### src/rtl/utf8sd_pkg.sv
// utf8sd_pkg: field widths and clause-end punctuation table for the UTF-8 stream decoder.
// No dependencies; imported by utf8_stream_decoder and its testbench.
package utf8sd_pkg;

   localparam int BYTE_W  = 8;
   localparam int CP_W    = 21;
   localparam int COUT_W  = 16;
   localparam int N_MARKS = 12;

   typedef logic [BYTE_W-1:0] byte_type;
   typedef logic [CP_W-1:0]   cp_type;
   typedef logic [COUT_W-1:0] cout_type;

   localparam cp_type CLAUSE_MARKS [N_MARKS] = '{
      21'h00_0021, 21'h00_002c, 21'h00_002e, 21'h00_003f,
      21'h00_2025, 21'h00_2026, 21'h00_3001, 21'h00_3002,
      21'h00_ff01, 21'h00_ff0c, 21'h00_ff0e, 21'h00_ff1f
   };

   function automatic logic is_mark(input cp_type cp);
      logic hit;
      hit = 1'b0;
      for (int i = 0; i < N_MARKS; i++) begin
         if (cp == CLAUSE_MARKS[i]) begin
            hit = 1'b1;
         end
      end
      return hit;
   endfunction

endpackage

### src/rtl/utf8_stream_decoder.sv
// utf8_stream_decoder: byte-serial UTF-8 decoder with clause-end flag and string length count.
// Depends on utf8sd_pkg (widths, punctuation table).
//
// Usage: raw bytes enter on the req_ channel, one per word. Decoded characters leave on
// the rsp_ channel, at most one per input byte. Lead bytes of multi-byte sequences and
// middle continuation bytes produce nothing; the character comes out with its last byte.
// A 0x00 lead returns an end-of-string word carrying the string length, then clears the
// count. Stray continuations and 0xf8-0xff leads come back as raw bytes with bad_lead set.
// Latency: a result is registered and is on rsp_ in the cycle after the byte that completes it is accepted.
// Throughput: one byte per cycle while rsp_ready is high; the sequence state and the result register are both
// updated in the accept cycle, so bytes follow back to back with no gaps.
// Stall: the single result register holds its word while rsp_ready is low; req_ready
// follows rsp_ready then, so a new byte is still taken in the cycle the result drains.
// Reset (synchronous, active high) drops rsp_valid, closes any open sequence and
// clears the character count.
module utf8_stream_decoder #(
   parameter int COUNT_WIDTH = 16
) (
   input  logic                  clock,
   input  logic                  reset,
   input  logic                  req_valid,
   output logic                  req_ready,
   input  utf8sd_pkg::byte_type  req_in_byte,
   output logic                  rsp_valid,
   input  logic                  rsp_ready,
   output utf8sd_pkg::cp_type    rsp_code_point,
   output logic                  rsp_is_clause_end,
   output logic                  rsp_bad_lead,
   output logic                  rsp_string_end,
   output utf8sd_pkg::cout_type  rsp_char_count
);
   import utf8sd_pkg::*;

   localparam int CNT_EXT_W = (COUNT_WIDTH > COUT_W) ? COUNT_WIDTH : COUT_W;

   typedef logic [COUNT_WIDTH-1:0] count_type;

   // sequence state
   logic [1:0] bytes_left_ff, bytes_left_in;
   cp_type     partial_ff, partial_in;
   count_type  count_ff, count_in;

   // result register
   logic     rsp_valid_ff;
   cp_type   rsp_cp_ff;
   logic     rsp_mark_ff, rsp_bad_ff, rsp_end_ff;
   cout_type rsp_count_ff;

   logic             accept;
   logic             emit;
   cp_type           cp_out;
   logic             mark_out, bad_out, end_out;
   count_type        count_out, count_inc;
   cp_type           pv_shift;
   logic [CNT_EXT_W-1:0] count_ext;

   assign req_ready = !rsp_valid_ff || rsp_ready;
   assign accept    = req_valid && req_ready;

   assign count_inc = (&count_ff) ? count_ff : count_ff + COUNT_WIDTH'(1);
   assign pv_shift  = {partial_ff[CP_W-7:0], req_in_byte[5:0]};

   always_comb begin
      bytes_left_in = bytes_left_ff;
      partial_in    = partial_ff;
      count_in      = count_ff;
      emit          = 1'b0;
      cp_out        = '0;
      mark_out      = 1'b0;
      bad_out       = 1'b0;
      end_out       = 1'b0;
      count_out     = count_ff;
      if (bytes_left_ff != 2'd0) begin
         // continuation bytes are taken unchecked
         bytes_left_in = bytes_left_ff - 2'd1;
         if (bytes_left_ff == 2'd1) begin
            emit       = 1'b1;
            cp_out     = pv_shift;
            mark_out   = is_mark(pv_shift);
            count_in   = count_inc;
            count_out  = count_inc;
            partial_in = '0;
         end else begin
            partial_in = pv_shift;
         end
      end else begin
         unique case (req_in_byte) inside
            8'h00: begin
               emit      = 1'b1;
               end_out   = 1'b1;
               count_out = count_ff;
               count_in  = '0;
            end
            [8'h01:8'h7f]: begin
               emit      = 1'b1;
               cp_out    = CP_W'(req_in_byte);
               mark_out  = is_mark(CP_W'(req_in_byte));
               count_in  = count_inc;
               count_out = count_inc;
            end
            [8'h80:8'hbf], [8'hf8:8'hff]: begin
               emit      = 1'b1;
               cp_out    = CP_W'(req_in_byte);
               bad_out   = 1'b1;
               count_in  = count_inc;
               count_out = count_inc;
            end
            [8'hc0:8'hdf]: begin
               partial_in    = CP_W'(req_in_byte[4:0]);
               bytes_left_in = 2'd1;
            end
            [8'he0:8'hef]: begin
               partial_in    = CP_W'(req_in_byte[3:0]);
               bytes_left_in = 2'd2;
            end
            default: begin
               partial_in    = CP_W'(req_in_byte[2:0]);
               bytes_left_in = 2'd3;
            end
         endcase
      end
   end

   assign count_ext = CNT_EXT_W'(count_out);

   always_ff @(posedge clock) begin
      if (reset) begin
         bytes_left_ff <= 2'd0;
         partial_ff    <= '0;
         count_ff      <= '0;
      end else if (accept) begin
         bytes_left_ff <= bytes_left_in;
         partial_ff    <= partial_in;
         count_ff      <= count_in;
      end
   end

   always_ff @(posedge clock) begin
      if (reset) begin
         rsp_valid_ff <= 1'b0;
      end else if (accept && emit) begin
         rsp_valid_ff <= 1'b1;
      end else if (rsp_ready) begin
         rsp_valid_ff <= 1'b0;
      end
   end

   always_ff @(posedge clock) begin
      if (accept && emit) begin
         rsp_cp_ff    <= cp_out;
         rsp_mark_ff  <= mark_out;
         rsp_bad_ff   <= bad_out;
         rsp_end_ff   <= end_out;
         rsp_count_ff <= count_ext[COUT_W-1:0];
      end
   end

   assign rsp_valid         = rsp_valid_ff;
   assign rsp_code_point    = rsp_cp_ff;
   assign rsp_is_clause_end = rsp_mark_ff;
   assign rsp_bad_lead      = rsp_bad_ff;
   assign rsp_string_end    = rsp_end_ff;
   assign rsp_char_count    = rsp_count_ff;

   // a two-byte lead opens exactly one pending continuation
   a_two_byte_lead: assert property (@(posedge clock) disable iff (reset)
      accept && bytes_left_ff == 2'd0 && req_in_byte[7:5] == 3'b110
      |=> bytes_left_ff == 2'd1)
      else $error("two-byte lead did not set one pending byte");

   // terminator result carries no character and no error
   a_end_clean: assert property (@(posedge clock) disable iff (reset)
      rsp_valid && rsp_string_end
      |-> rsp_code_point == '0 && !rsp_bad_lead && !rsp_is_clause_end)
      else $error("end-of-string result has stray payload");

   // a bad lead is a raw byte and never a punctuation mark
   a_bad_raw: assert property (@(posedge clock) disable iff (reset)
      rsp_valid && rsp_bad_lead
      |-> rsp_code_point[CP_W-1:BYTE_W] == '0 && !rsp_is_clause_end)
      else $error("bad lead result is not a raw byte");

   // terminator clears the count
   a_end_clears: assert property (@(posedge clock) disable iff (reset)
      accept && bytes_left_ff == 2'd0 && req_in_byte == 8'h00
      |=> count_ff == '0)
      else $error("terminator did not clear the count");

endmodule

### config.mk
export PLATFORM = sky130hd
export DESIGN_NAME = utf8_stream_decoder
export DESIGN_NICKNAME = d
export VERILOG_FILES = /design/src/rtl/utf8sd_pkg.sv /design/src/rtl/utf8_stream_decoder.sv
export SDC_FILE = /design/constraint.sdc
export NUM_CORES = 1
export LEC_CHECK = 0
export BUFFER_PORTS_ARGS = -buffer_cell sky130_fd_sc_hd__buf_4
export CORE_ASPECT_RATIO = 0.5
export CORE_MARGIN = 2
export CORE_UTILIZATION = 30
export DETAILED_ROUTE_END_ITERATION = 7
export GPL_TIMING_DRIVEN = 0
export SYNTH_ARGS = -nofsm -noshare
export SYNTH_HDL_FRONTEND = slang
export SYNTH_SLANG_ARGS = --single-unit
export TNS_END_PERCENT = 100
### constraint.sdc
create_clock -name clock -period 6.25 [get_ports clock]
set_clock_uncertainty 0.2 [all_clocks]
set_input_delay 0.9375 -clock clock [delete_from_list [all_inputs] [get_ports clock]]
set_output_delay 0.9375 -clock clock [all_outputs]
set_load 0.005 [all_outputs]
After elaboration in Yosys (flattened, before gate mapping)
Cells that the tools add are included.

Register bits after elaboration: 74. Logic and storage cells: 98. Latch bits: 0. Input bits: 12. Bits in read-only memories: 0. Memories: 0. Output and inout bits: 42. Bits in writable memories: 0.

Order comparisons: 10. Add/sub/neg operators: 2. Equal/unequal tests: 18. Bitwise operators: 0. Reduce and logical (&&, ||, !) cells: 19. Multiply operators: 0. Div/mod/pow operators: 0. Shift-type cells: 0. Muxes and demuxes: 40.

Operators by type and width (count): 21-bit by 14-bit equality test with 1-bit output, second input constant (4); 21-bit by 16-bit equality test with 1-bit output, second input constant (4); 21-bit by 6-bit equality test with 1-bit output, second input constant (4); 16-bit 2-to-1 mux (5); 15-bit one-hot mux with 3 select lines (1); 21-bit 2-to-1 mux (2); 8-bit by 6-bit equality test with 1-bit output, second input constant (4); 8-bit greater-or-equal comparator, second input constant (4); 8-bit <= comparator, second input constant (4); 16-bit one-hot mux with 2 select lines (1); 15-bit 2-to-1 mux (2); 1-bit 2-to-1 mux (26); 16-bit by 1-bit adder with 16-bit output, second input constant (1); 16-bit AND reduction (1); 8-bit by 1-bit greater-or-equal comparator with 1-bit output, second input constant (1); 8-bit by 7-bit <= comparator with 1-bit output, second input constant (1); 8-bit logical NOT (1); 8-bit 2-to-1 mux (1); 1-bit logical AND (7); 2-bit one-hot mux with 3 select lines (1); 2-bit AND reduction (2); 2-bit nonzero test (2); 4-bit OR reduction (1); 3-bit nonzero test (1); other kinds (8) (8).

Depth between registers and ports, before layout
Word-level depth: 15. Depth in mapped cells: 7. Mapped depth without buffers: 6.

Worst setup path after synthesis
OpenSTA, ideal clock, no wires.

Path type: input port to flip-flop. From: in rsp_ready. To: reg count_ff[0]. Buffers on the path: 0. Slack: 3008 ps. Cell stages on the path: 5. Arrival: 2921 ps. Data required time: 5929 ps. Setup time: 121 ps. Cells stage by stage: nand2b_1 -> and3_1 -> o21a_1 -> o22ai_1 -> mux2_4.

Word-level cells in the longest chain between the ends: 3.

Ends and longest elaborated chain: start, declared (line utf8_stream_decoder.sv:25) `input logic rsp_ready,`; 1-bit logical OR (line utf8_stream_decoder.sv:57) `assign req_ready = !rsp_valid_ff || rsp_ready;`; 1-bit logical AND (line utf8_stream_decoder.sv:58) `assign accept = req_valid && req_ready;`; 2-bit AND reduction (no source line); end signal, assigned (line utf8_stream_decoder.sv:134) `count_ff <= count_in;`; end, declared (line utf8_stream_decoder.sv:41) `count_type count_ff, count_in;`.

Every way passes these cells. A chain may end at the register's enable or synchronous reset.

Final worst setup path
From: in req_in_byte[5]. To: reg rsp_count_ff[9], in the netlist rsp_char_count[9], data pin.

Word-level cells in the longest chain between the ends: 5. Elaborated cells between the ends (all ways): 12. Those cells by class: order compare: 6; mux: 2; reduce/logical: 4.

Ends and longest elaborated chain: start, declared (line utf8_stream_decoder.sv:23) `input utf8sd_pkg::byte_type req_in_byte,`; 8-bit by 1-bit greater-or-equal comparator with 1-bit output (no source line) (tied with other cells); 1-bit logical AND (no source line); 3-bit OR reduction (no source line) *; 16-bit 2-to-1 mux * (line utf8_stream_decoder.sv:87) `unique case (req_in_byte) inside`; 16-bit 2-to-1 mux * (line utf8_stream_decoder.sv:73) `if (bytes_left_ff != 2'd0) begin`; named net count_ext[9] (line utf8_stream_decoder.sv:55) `logic [CNT_EXT_W-1:0] count_ext;`; end signal, assigned (line utf8_stream_decoder.sv:154) `rsp_count_ff <= count_ext[COUT_W-1:0];`; end, declared (line utf8_stream_decoder.sv:47) `cout_type rsp_count_ff;`.

Mark *: on every way through the listed nets, which the timed path passes. The rest lies on a longest branch.

==> results.tsv <==
metric	value	unit
slew margin rel.	53.8	%
Yosys Warn Count	0	
R2R setup slack	3.65	ns
Total Routed Length	8.59	mm
Synth cell types	61	
status	complete, no violations	
initial antenna violation count	0	
number of global-route vias before repair	2812	
post-route ant nets	0	
Worst EP required	6.13	ns
hold wc startpoint	partial_ff[0]	
Net Switching	0.000292	W
sw frac	23.3	%
Leak	1.65	nW
starting density of the core	30.5	%
RSZ-0062 raised after global routing	false	
largest net degree at the start of global routing	34	
crit-path most repeated cell	buf_2	
Avg Cell Area, Syn	10.2	um^2
critical path class	in -> reg	
Core ar.	0.0117	mm^2
CP Launch Type	input pin	
Final Wtd Congestion	0.814	
vias post-DR	2964	
combinational power share	11.4	%
Post-synth EDFFs	40	
min cycle time layout	2.84	ns
Pins Over Slew Limit	0	
clk root buf	clkbuf_16	
H-tree depth	3	
count of final hold-check violations	0	
worst-skew pair later-pin latency	0.34	ns
crit path DAT	2.72	ns
GR Util All Layers	14.7	%
max-cap violation count	0	
NumNets Final	424	
clock share of power	44.4	%
num rows	28	
CP Capture Type	flop	
# diodes	0	
reg2reg end	rsp_char_count[1]	
share of layout cells above drive strength 1	22.4	%
sequential cell area fraction in the yosys report	52.8	%
ys async rst share	0	%
DR vias/cell	5.10	
post-synthesis cell area	0.00357	mm^2
crit-path cells	buf_4 > buf_2 > and3_1 > o22ai_4 > a21oi_1 > buf_2 > nand3_1 > xnor2_1	
top achievable clock speed	0.352	GHz
Routed WL per cell	14.8	um
syn nets	361	
Power Total	0.00125	W
post-DP HPWL	6.12	mm
peak supply drop	0.000126	V
Worst Hold Path EP	partial_ff[0]	
DRC	0	
post-layout util	38.4	%
synthesis-stage register bit count	74	
gr ovfl total	0	
chip height	81.1	um
Register-to-Register Path Depth	5	
# port buffers	51	
slowest CP cell	a21oi_1	
Hold Path Class	reg -> reg	
Sink Count	74	
Final WS setup	3.41	ns
Die Area	0.0128	mm^2
Power Dens Cells	279	mW/mm^2
Int Pwr	0.000962	W
wire length of the first global-routing pass	14.4	mm
post_cts resized	0	
Worst Path Max Fanout	10	
most common cell after layout, fill and taps aside	buf_4	
Final Cycle Share	45.4	%
Post-synth top flop	edfxtp_1	
Reg-to-Reg Start	count_ff[0]	
CP peak stage delay	0.48	ns
Area Overhead vs Synth	26.1	%
Worst-Margin Slew	0.688	ns
post-route setup TNS	0	ns
post-CTS setup buffer count	0	
Hold Path Cell Cnt	2	
CTS Buffer Depth	2	
DR pass1 iterations	5	
CTS tree	built	
cts hold-fix bufs	0	
sequential power share	44.1	%
Worst-path clk slew	0.05	ns
initial DRC count	176	
CTS Buf Count	9	
Fin Hold WS	0.305	ns
cells after synthesis	348	
final setup fails	0	
pre-CTS WS	3.13	ns
IO Pins	54	
most frequent cells in the layout	buf_4, edfxtp_1, dfxtp_1, nand2_1	
Chip Width	158	um
final cells by class:
type / instances / area, um^2
fillers: 1208 / 7210
repair buffers: 52 / 403
plain buffers: 19 / 87.6
clock buffers: 11 / 243
flip-flops and latches: 74 / 1880
clock inverters: 5 / 76.3
inverters: 7 / 26.3
well taps: 165 / 206
multi-input cells: 248 / 1570
power by group through the flow:
| stage | clock network, W | logic [W] | registers [W] |
|---|---|---|---|
| finish | 0.000557 | 0.000143 | 0.000553 |
| floorplan | 0 | 0.0000739 | 0.000565 |
| detailed placement | 0 | 0.000144 | 0.000563 |
| global route | 0.000586 | 0.000159 | 0.000556 |
| CTS | 0.000566 | 0.000144 | 0.000554 |
| global placement | 0 | 0.000139 | 0.000565 |
flip-flops by register name, indices dropped and copies added, names as in the netlist:
name,cells
bytes_left_ff,2
count_ff,16
partial_ff,15
rsp_bad_lead,1
rsp_char_count,16
rsp_code_point,21
rsp_is_clause_end,1
rsp_string_end,1
rsp_valid,1
logic make-up after synthesis:
group / Yosys count / share of synthesized area (%)
adders and majority gates: 1 / 0.351
and+or+nand+nor: 138 / 20.7
muxes: 4 / 1.33
xor gates and xnor gates: 12 / 2.95
DFF: 74 / 52.8
buffers and inverters: 26 / 3.19
AOI/OAI and AO/OA: 93 / 18.7
worst max-delay path, delay by kind of cell:
kind                   cells  cell delay (ns)
AND/OR/NAND/NOR            2             0.43
XOR/XNOR                   1             0.15
buffers and inverters      3             0.61
AO/OA/AOI/OAI              2             0.60
metrics by stage:
| step | std cells | instance area (um^2) |
|---|---|---|
| finish | 581 | 4500 |
| global route | 581 | 4500 |
| CTS | 581 | 4500 |
| detailed placement | 565 | 4180 |
| global placement | 564 | 4160 |
| floorplan | 348 | 3570 |
cells in the mapped netlist (7+ instances only):
library cell	instances	area (um^2)
xnor2_1	11	96.3
edfxtp_1	40	1200
nand3_1	23	115
nand4_1	8	50.1
and3_1	21	131
nand2_1	26	97.6
and2_1	9	56.3
clkbuf_1	11	41.3
a22oi_1	11	82.6
nor2_1	21	78.8
dfxtp_1	34	681
o21ai_0	18	90.1
buf_2	7	35.0
a21oi_1	23	115
worst max-delay path by stage:
stage	from	end	cells past startpoint
after global routing	req_in_byte[5]	rsp_char_count[9]	8
after global placement	req_in_byte[5]	count_ff[0]	7
after CTS	req_in_byte[5]	rsp_char_count[9]	8
after detailed placement	req_in_byte[5]	rsp_char_count[9]	8
after floorplan	rsp_ready	count_ff[0]	5
final	req_in_byte[5]	rsp_char_count[9]	8
per-layer routing:
| layer | track usage [%] | vias to the layer above | share of wire, % |
|---|---|---|---|
| met5 | 0 | - | 0 |
| met4 | 4.50 | 0 | 1.2 |
| met3 | 4.70 | 10 | 5.5 |
| met2 | 23.3 | 65 | 46 |
| met1 | 19.3 | 1433 | 47 |
| li1 | - | 1456 | - |
(Power assumes the default switching activity.)
